===== config.mk =====
export PLATFORM = sky130hd
export DESIGN_NAME = pd_tape_follower_top
export DESIGN_NICKNAME = d
export VERILOG_FILES = /design/src/hw/rtl/pdtf_pkg.sv /design/src/hw/rtl/pdtf_divider.sv /design/src/hw/rtl/pd_tape_follower_top.sv
export SDC_FILE = /design/constraint.sdc
export NUM_CORES = 1
export LEC_CHECK = 0
export ABC_AREA = 0
export BUFFER_PORTS_ARGS = -buffer_cell sky130_fd_sc_hd__buf_2
export CORE_MARGIN = 2
export CORE_UTILIZATION = 45
export CTS_CLUSTER_SIZE = 28
export DETAILED_ROUTE_END_ITERATION = 16
export PLACE_DENSITY_LB_ADDON = 0.08
export SLEW_MARGIN = 20
export SYNTH_ARGS = -nofsm -noshare
export SYNTH_HDL_FRONTEND = slang
export SYNTH_SLANG_ARGS = --single-unit
export TNS_END_PERCENT = 30

===== constraint.sdc =====
create_clock -name i_clk -period 8.1 [get_ports i_clk]
set_clock_uncertainty 0.1 [all_clocks]
set_input_delay 0.81 -clock i_clk [delete_from_list [all_inputs] [get_ports i_clk]]
set_output_delay 0.81 -clock i_clk [all_outputs]
set_load 0.005 [all_outputs]

===== src/hw/rtl/pdtf_pkg.sv =====
// Shared types, constants and helpers for the PD tape follower.
`timescale 1ns / 1ps
`default_nettype none

package pdtf_pkg;

    localparam int CNT_BITS    = 16;
    localparam int NUM_BITS    = 12;
    localparam int STEP_BITS   = $clog2(NUM_BITS);
    localparam int SAMPLE_BITS = 10;
    localparam int GAIN_BITS   = 8;
    localparam int ERR_BITS    = 4;
    localparam int DRIVE_BITS  = 9;
    localparam int SUM_BITS    = 15;
    localparam int CFG_IDX_BITS  = 2;
    localparam int CFG_DATA_BITS = 10;
    localparam int IN_TDATA_BITS  = 24;
    localparam int OUT_TDATA_BITS = 24;

    localparam int DRIVE_LIMIT = 255;
    localparam int LOST_FACTOR = 5;

    typedef enum logic [CFG_IDX_BITS-1:0] {
        CFG_THRESHOLD = 2'd0,
        CFG_BASE      = 2'd1,
        CFG_KP        = 2'd2,
        CFG_KD        = 2'd3
    } t_cfg_idx;

    typedef enum logic [1:0] {
        ST_IDLE,
        ST_DIV,
        ST_DONE
    } t_state;

    typedef struct packed {
        logic start;
    } t_div_ctl;

    typedef struct packed {
        logic busy;
        logic done;
    } t_div_stat;

    function automatic logic signed [DRIVE_BITS-1:0] clamp_drive(
        input logic signed [SUM_BITS-1:0] v
    );
        logic signed [DRIVE_BITS-1:0] res;
        if (v > SUM_BITS'(DRIVE_LIMIT)) begin
            res = DRIVE_BITS'(DRIVE_LIMIT);
        end else if (v < -SUM_BITS'(DRIVE_LIMIT)) begin
            res = -DRIVE_BITS'(DRIVE_LIMIT);
        end else begin
            res = v[DRIVE_BITS-1:0];
        end
        return res;
    endfunction

endpackage

`default_nettype wire


===== src/hw/rtl/pdtf_divider.sv =====
// Bit-serial restoring divider: one quotient bit per cycle.
`timescale 1ns / 1ps
`default_nettype none

module pdtf_divider (
    input  wire logic                          i_clk,
    input  wire logic                          i_rst_n,
    input  wire pdtf_pkg::t_div_ctl            i_ctl,
    input  wire logic [pdtf_pkg::NUM_BITS-1:0] i_dividend,
    input  wire logic [pdtf_pkg::CNT_BITS-1:0] i_divisor,
    output pdtf_pkg::t_div_stat                o_stat,
    output logic [pdtf_pkg::NUM_BITS-1:0]      o_quotient
);
    import pdtf_pkg::*;

    logic                 r_busy, n_busy;
    logic                 r_done, n_done;
    logic [STEP_BITS-1:0] r_step, n_step;
    logic [NUM_BITS-1:0]  r_num, n_num;
    logic [CNT_BITS-1:0]  r_rem, n_rem;
    logic [CNT_BITS-1:0]  r_den, n_den;

    logic [CNT_BITS:0] w_trial;
    logic [CNT_BITS:0] w_diff;
    logic              w_ge;

    assign w_trial = {r_rem, r_num[NUM_BITS-1]};
    assign w_diff  = w_trial - {1'b0, r_den};
    assign w_ge    = (w_trial >= {1'b0, r_den});

    always_comb begin
        n_busy = r_busy;
        n_done = 1'b0;
        n_step = r_step;
        n_num  = r_num;
        n_rem  = r_rem;
        n_den  = r_den;
        if (i_ctl.start) begin
            n_busy = 1'b1;
            n_step = '0;
            n_num  = i_dividend;
            n_rem  = '0;
            n_den  = i_divisor;
        end else if (r_busy) begin
            n_num  = {r_num[NUM_BITS-2:0], w_ge};
            n_rem  = w_ge ? w_diff[CNT_BITS-1:0] : w_trial[CNT_BITS-1:0];
            n_step = r_step + 1'b1;
            if (r_step == STEP_BITS'(NUM_BITS - 1)) begin
                n_busy = 1'b0;
                n_done = 1'b1;
            end
        end
    end

    always_ff @(posedge i_clk) begin
        if (!i_rst_n) begin
            r_busy <= 1'b0;
            r_done <= 1'b0;
            r_step <= '0;
        end else begin
            r_busy <= n_busy;
            r_done <= n_done;
            r_step <= n_step;
        end
        r_num <= n_num;
        r_rem <= n_rem;
        r_den <= n_den;
    end

    assign o_stat.busy = r_busy;
    assign o_stat.done = r_done;
    assign o_quotient  = r_num;

endmodule

`default_nettype wire


===== src/hw/rtl/pd_tape_follower_top.sv =====
// Top level of the PD tape follower: error forming, sequencer and output stage.
// Flow: an input beat is accepted in IDLE, the 12-step serial divider that forms the
//   derivative term runs in DIV, and the result beat is registered from DONE.
// The input is not ready while an item is in work, so items do not overlap.
// Reset: synchronous active-low; clears config, state, valid, error history and hold count.
`timescale 1ns / 1ps
`default_nettype none

module pd_tape_follower_top (
    input  wire logic                                i_clk,
    input  wire logic                                i_rst_n,
    input  wire logic                                i_cfg_we,
    input  wire logic [pdtf_pkg::CFG_IDX_BITS-1:0]   i_cfg_idx,
    input  wire logic [pdtf_pkg::CFG_DATA_BITS-1:0]  i_cfg_data,
    input  wire logic                                i_s_tvalid,
    output logic                                     o_s_tready,
    // [9:0] right_sample, [19:10] left_sample
    input  wire logic [pdtf_pkg::IN_TDATA_BITS-1:0]  i_s_tdata,
    output logic                                     o_m_tvalid,
    input  wire logic                                i_m_tready,
    // [8:0] right_drive, [17:9] left_drive, [21:18] track_error
    output logic [pdtf_pkg::OUT_TDATA_BITS-1:0]      o_m_tdata
);
    import pdtf_pkg::*;

    logic [SAMPLE_BITS-1:0] r_threshold;
    logic [GAIN_BITS-1:0]   r_base, r_kp, r_kd;

    t_state r_state, n_state;

    logic signed [ERR_BITS-1:0] r_prev_error, r_ref_error, r_err;
    logic signed [1:0]          r_last_side;
    logic [CNT_BITS-1:0]        r_hold_count;
    logic signed [12:0]         r_p;
    logic                       r_neg;

    logic                          r_m_valid;
    logic signed [DRIVE_BITS-1:0]  r_right_drive, r_left_drive;
    logic signed [ERR_BITS-1:0]    r_track_error;

    logic [SAMPLE_BITS-1:0]     w_rs, w_ls;
    logic                       w_r_off, w_l_off, w_both_on;
    logic signed [ERR_BITS-1:0] w_err, w_ref_eff;
    logic signed [4:0]          w_diff;
    logic [3:0]                 w_diff_mag;
    logic [NUM_BITS-1:0]        w_num;
    logic signed [12:0]         w_p;
    logic [CNT_BITS-1:0]        w_divisor;
    logic                       w_accept, w_load;

    t_div_ctl            w_div_ctl;
    t_div_stat           w_div_stat;
    logic [NUM_BITS-1:0] w_quot;

    logic signed [12:0]         w_d;
    logic signed [SUM_BITS-1:0] w_corr, w_rsum, w_lsum;

    // configuration
    always_ff @(posedge i_clk) begin
        if (!i_rst_n) begin
            r_threshold <= '0;
            r_base      <= '0;
            r_kp        <= '0;
            r_kd        <= '0;
        end else if (i_cfg_we) begin
            unique case (t_cfg_idx'(i_cfg_idx))
                CFG_THRESHOLD: r_threshold <= i_cfg_data;
                CFG_BASE:      r_base      <= i_cfg_data[GAIN_BITS-1:0];
                CFG_KP:        r_kp        <= i_cfg_data[GAIN_BITS-1:0];
                CFG_KD:        r_kd        <= i_cfg_data[GAIN_BITS-1:0];
                default: ;
            endcase
        end
    end

    // error forming
    assign w_rs      = i_s_tdata[SAMPLE_BITS-1:0];
    assign w_ls      = i_s_tdata[2*SAMPLE_BITS-1:SAMPLE_BITS];
    assign w_r_off   = (w_rs < r_threshold);
    assign w_l_off   = (w_ls < r_threshold);
    assign w_both_on = !w_r_off && !w_l_off;

    always_comb begin
        if (w_both_on) begin
            w_err = '0;
        end else if (!w_r_off) begin
            w_err = -ERR_BITS'(1);
        end else if (!w_l_off) begin
            w_err = ERR_BITS'(1);
        end else if (r_last_side == -2'sd1) begin
            w_err = -ERR_BITS'(LOST_FACTOR);
        end else if (r_last_side == 2'sd1) begin
            w_err = ERR_BITS'(LOST_FACTOR);
        end else begin
            w_err = '0;
        end
    end

    assign w_ref_eff  = w_both_on ? '0 : r_ref_error;
    assign w_diff     = 5'(w_err) - 5'(w_ref_eff);
    assign w_diff_mag = w_diff[4] ? 4'(-w_diff) : w_diff[3:0];
    assign w_num      = NUM_BITS'(r_kd) * NUM_BITS'(w_diff_mag);
    assign w_p        = 13'(signed'({1'b0, r_kp})) * 13'(w_err);
    assign w_divisor  = (r_hold_count == '0) ? CNT_BITS'(1) : r_hold_count;

    assign o_s_tready = (r_state == ST_IDLE);
    assign w_accept   = i_s_tvalid && o_s_tready;
    assign w_load     = (r_state == ST_DONE) && (!r_m_valid || i_m_tready);

    assign w_div_ctl.start = w_accept;

    pdtf_divider u_divider (
        .i_clk      (i_clk),
        .i_rst_n    (i_rst_n),
        .i_ctl      (w_div_ctl),
        .i_dividend (w_num),
        .i_divisor  (w_divisor),
        .o_stat     (w_div_stat),
        .o_quotient (w_quot)
    );

    // drive sums
    assign w_d    = r_neg ? -signed'({1'b0, w_quot}) : signed'({1'b0, w_quot});
    assign w_corr = SUM_BITS'(r_p) + SUM_BITS'(w_d);
    assign w_rsum = w_corr + SUM_BITS'(signed'({1'b0, r_base}));
    assign w_lsum = w_corr - SUM_BITS'(signed'({1'b0, r_base}));

    // sequencer
    always_comb begin
        n_state = r_state;
        unique case (r_state)
            ST_IDLE: if (w_accept) n_state = ST_DIV;
            ST_DIV:  if (w_div_stat.done) n_state = ST_DONE;
            ST_DONE: if (w_load) n_state = ST_IDLE;
            default: n_state = ST_IDLE;
        endcase
    end

    always_ff @(posedge i_clk) begin
        if (!i_rst_n) begin
            r_state <= ST_IDLE;
        end else begin
            r_state <= n_state;
        end
    end

    // error history and per-item registers
    always_ff @(posedge i_clk) begin
        if (!i_rst_n) begin
            r_prev_error <= '0;
            r_ref_error  <= '0;
            r_last_side  <= '0;
            r_hold_count <= '0;
        end else if (w_accept) begin
            if (w_both_on) begin
                r_ref_error <= '0;
            end else if (!w_r_off) begin
                r_last_side <= -2'sd1;
            end else if (!w_l_off) begin
                r_last_side <= 2'sd1;
            end
        end else if (w_load) begin
            r_prev_error <= r_err;
            if (r_err != r_prev_error) begin
                r_ref_error  <= r_prev_error;
                r_hold_count <= CNT_BITS'(1);
            end else if (r_hold_count != '1) begin
                r_hold_count <= r_hold_count + 1'b1;
            end
        end
    end

    always_ff @(posedge i_clk) begin
        if (w_accept) begin
            r_err <= w_err;
            r_p   <= w_p;
            r_neg <= w_diff[4];
        end
    end

    // output register
    always_ff @(posedge i_clk) begin
        if (!i_rst_n) begin
            r_m_valid <= 1'b0;
        end else if (w_load) begin
            r_m_valid <= 1'b1;
        end else if (i_m_tready) begin
            r_m_valid <= 1'b0;
        end
        if (w_load) begin
            r_right_drive <= clamp_drive(w_rsum);
            r_left_drive  <= clamp_drive(w_lsum);
            r_track_error <= r_err;
        end
    end

    assign o_m_tvalid = r_m_valid;
    assign o_m_tdata  = {2'b00, r_track_error, r_left_drive, r_right_drive};

    a_accept_starts_div: assert property (@(posedge i_clk) disable iff (!i_rst_n)
        w_accept |=> (r_state == ST_DIV) && w_div_stat.busy)
        else $error("divider not started on input beat");

    a_done_in_div: assert property (@(posedge i_clk) disable iff (!i_rst_n)
        w_div_stat.done |-> (r_state == ST_DIV))
        else $error("divider finished outside divide state");

    a_err_range: assert property (@(posedge i_clk) disable iff (!i_rst_n)
        r_m_valid |-> (r_track_error >= -4'sd5) && (r_track_error <= 4'sd5))
        else $error("track error out of range");

    a_hold_nonzero: assert property (@(posedge i_clk) disable iff (!i_rst_n)
        w_load |=> (r_hold_count != '0))
        else $error("hold count zero after result");

endmodule

`default_nettype wire


==> flow_summary.yaml <==
outcome:
  status: "finished clean"
routing:
  num_vias: 7984
  wire_per_inst_um: 14.05
  vias_per_cell: 5.095
  ant_nets: 0
  drtPass1Iterations: 5
  drtIter0Drc: 335
  wl_mm: 22.01
  drc: 0
synth:
  ys_ff_latch: 150
  synth_seq_area_share_pct: 33.93
  yosysUniqueCellTypes: 79
  synthArstFlopShare_pct: 0
  synth_edf_count: 66
  avgSynthCellArea_um2: 9.120
  netlist_area_um2: 10800
  yosysWarnings: 0
  syn_inst: 1184
  synthFlopType: "dfxtp_1"
power_and_ir_drop:
  pwr-share-clk_pct: 28.7
  p_sw_share_pct: 37.25
  combPwrFrac_pct: 39.2
  vdd_drop_max_mv: 0.1348
  switching_power_mw: 1.037
  power_density_nw_per_um2: 231.0
  seqPwrFrac_pct: 32.1
  p_int_mw: 1.746
  power.total_mw: 2.783
  p_leak_nw: 5.301
flow_run:
  drv_cap: 0
grt:
  antenna_found_initial: 0
  grt-ovfl-total: 0
  grt_pass1_vias: 7569
  grt_max_degree: 44
  grtUsageTotal_pct: 17.92
  grt_first_pass_wirelength_mm: 37.31
clocking:
  cts_setup_buffers: 0
  cts.htree.levels: 4
  clk_path_buf_depth: 2
  clock_latency_ns: 0.42
  cts-root-buf: "clkbuf_16"
  cts_tree: "done"
  path_clk_slew_ns: 0.07
  cts_made_buffers: 17
  clock-sinks: 150
layout:
  n_fill_cell: 2296
  design_area_um2: 12050
  diodes: 0
  nets: 1420
  area_delta_synth_final_pct: 11.58
  final_cells: 1567
  drive_above_1_share_pct: 10.82
critical_path:
  worst_setup_path_start_kind: "primary input"
  worstPathRequired_ns: 8.15
  crit_fanout: 6
  endpoint_kind: "register"
  r2r.worst_path.cells: 34
  worstPathArrival_ns: 7.58
  crit_top_cell: "a21o_1"
  crit_path_top_delay_cell: "fa_1"
  cp_slowest_stage_delay_ns: 0.55
  crit_type: "primary input to register"
timing:
  min_period_ns: 7.526
  rsz0062_at_grt: "no"
  finalCritPeriodShare_pct: 92.92
  worstMarginPinSlew_ns: 0.9654
  clock.fmax_mhz: 132.9
  setup_tns_ns: 0
  slew_viol_final: 0
  hold_violations: 0
  setup-violations-final: 0
  relSlewSlack_pct: 35.24
  hold_slack_ns: 0.3616
floorplan:
  initial_core_util_pct: 45.87
  die_w_um: 158.9
  pin_count: 67
  die-area_um2: 25250
  die_y_um: 158.9
  core_um2: 23540
  rows: 56
placement:
  gp_congestion: 0.8025
  io_buffers: 60
  dpl.hpwl_mm: 16.91
  dpl-instance-area_um2: 11440
  dp.cells: 1535
worst_hold_path:
  min_path_type: "register to register"
  min_path_cells: 2
metal layers:
| metal | routed length [um] | global-route usage (%) | share of wire (%) | vias to the layer above |
|---|---|---|---|---|
| met5 | 0 | 0 | 0 | - |
| met4 | 143 | 3.595 | 0.65 | 0 |
| met3 | 507 | 2.926 | 2.3 | 12 |
| met2 | 9763 | 28.68 | 44 | 95 |
| met1 | 11600 | 25.75 | 53 | 3688 |
| li1 | - | - | - | 4189 |
final cells by class:
| class | count | area (um2) | share of cell area [%] |
|---|---|---|---|
| clock inverter | 15 | 155.1 | 1.288 |
| timing repair buffer | 74 | 405.4 | 3.365 |
| tap | 319 | 399.1 | 3.313 |
| sequential | 150 | 3664 | 30.41 |
| clock buffer | 17 | 425.4 | 3.531 |
| multi-input combinational | 876 | 6564 | 54.48 |
| inverter | 116 | 435.4 | 3.614 |
per-stage QoR:
step	utilization, %	setup slack, ns
CTS	51.05	0.4639
finish	51.17	0.5738
detailed placement	48.59	0.01578
floorplan	-	0.4292
global placement	48.57	0.1662
global route	51.17	0.02059
cells by family (layout without fill, tap and decap cells):
group,after synthesis,after routing,share of synthesized area (%)
simple gates,369,369,17.03
compound gates,247,247,14.77
buf+inv,159,222,5.678
flops,150,150,33.93
fa+ha+maj,144,144,18.77
xor+xnor,83,83,6.871
mux,31,31,2.908
other cells,1,2,0.03473
Yosys cell counts, drive strengths merged, types with 3 or more instances:
master / number / share of area (%)
inv: 116 / 4.0
nor2: 116 / 4.1
ha: 114 / 13
a21oi: 90 / 4.2
dfxtp: 84 / 16
nand2: 82 / 2.9
edfxtp: 66 / 18
o21ai: 58 / 2.7
xnor2: 56 / 4.7
clkbuf: 36 / 1.3
mux2i: 31 / 2.9
nand2b: 31 / 1.8
fa: 30 / 5.6
and2: 29 / 1.7
xor2: 27 / 2.2
a21o: 23 / 1.6
nor2b: 21 / 1.2
nand3: 17 / 0.83
nor3: 15 / 0.74
nand4: 10 / 0.58
o21bai: 10 / 0.70
a31oi: 9 / 0.52
and3: 9 / 0.52
o211ai: 9 / 0.67
a211oi: 8 / 0.60
or3: 8 / 0.46
buf: 7 / 0.39
nand3b: 7 / 0.49
nor4: 7 / 0.46
o31ai: 6 / 0.46
nor3b: 5 / 0.39
o21a: 5 / 0.35
a2111oi: 3 / 0.25
a22oi: 3 / 0.25
o31a: 3 / 0.24
or2: 3 / 0.17
worst max-delay path: cells and delay by family:
kind            cells  cell delay [ns]
compound gates     19             3.33
xor+xnor            2             0.39
fa+ha+maj           7             2.47
buf+inv             4             0.29
simple gates        2             0.25
registers in the layout (all words and copies together), names as in the netlist, 4 cells and up:
| register | cells |
|---|---|
| r_kp | 8 |
| u_divider.r_rem | 16 |
| r_base | 8 |
| r_right_drive | 9 |
| r_threshold | 10 |
| u_divider.r_den | 16 |
| u_divider.r_step | 4 |
| r_kd | 8 |
| r_p | 13 |
| r_hold_count | 16 |
| r_left_drive | 9 |
| r_ref_error | 4 |
| u_divider.o_quotient | 12 |
power groups by stage:
stage	clock network (mW)	registers (mW)	logic, mW
after global placement	0	0.909	1.07
after detailed placement	0	0.910	1.09
after floorplan	0	0.896	0.877
after global routing	0.850	0.899	1.24
after CTS	0.823	0.893	1.09
final	0.798	0.894	1.09
layout by cell type, fill, tap and decap left out, drive strengths merged, types with 9 or more instances in the layout:
| cell | n |
|---|---|
| inv | 125 |
| nor2 | 116 |
| ha | 114 |
| a21oi | 90 |
| dfxtp | 84 |
| nand2 | 82 |
| buf | 74 |
| edfxtp | 66 |
| o21ai | 58 |
| xnor2 | 56 |
| nand2b | 31 |
| mux2i | 31 |
| fa | 30 |
| and2 | 29 |
| xor2 | 27 |
| a21o | 23 |
| nor2b | 21 |
| clkbuf | 17 |
| nand3 | 17 |
| nor3 | 15 |
| o21bai | 10 |
| nand4 | 10 |
| a31oi | 9 |
| and3 | 9 |
| o211ai | 9 |
repair_timing:
| item | CTS | global route |
|---|---|---|
| endpoints found under the setup margin | 0 | 1 |
| hold buffers | 0 | 0 |
| gates resized for setup | 0 | 4 |
worst paths after layout:
kind / slack, ns / start / endpoint
worst min register to register: 0.36 / r_ref_error[1] / r_ref_error[1]
worst max-delay path: 0.57 / i_s_tdata[1] / u_divider.o_quotient[11]
worst min-delay path: 0.36 / r_ref_error[1] / r_ref_error[1]
worst max register to register: 0.69 / r_threshold[1] / u_divider.o_quotient[11]
No activity file was read; power rests on OpenSTA's default activity.
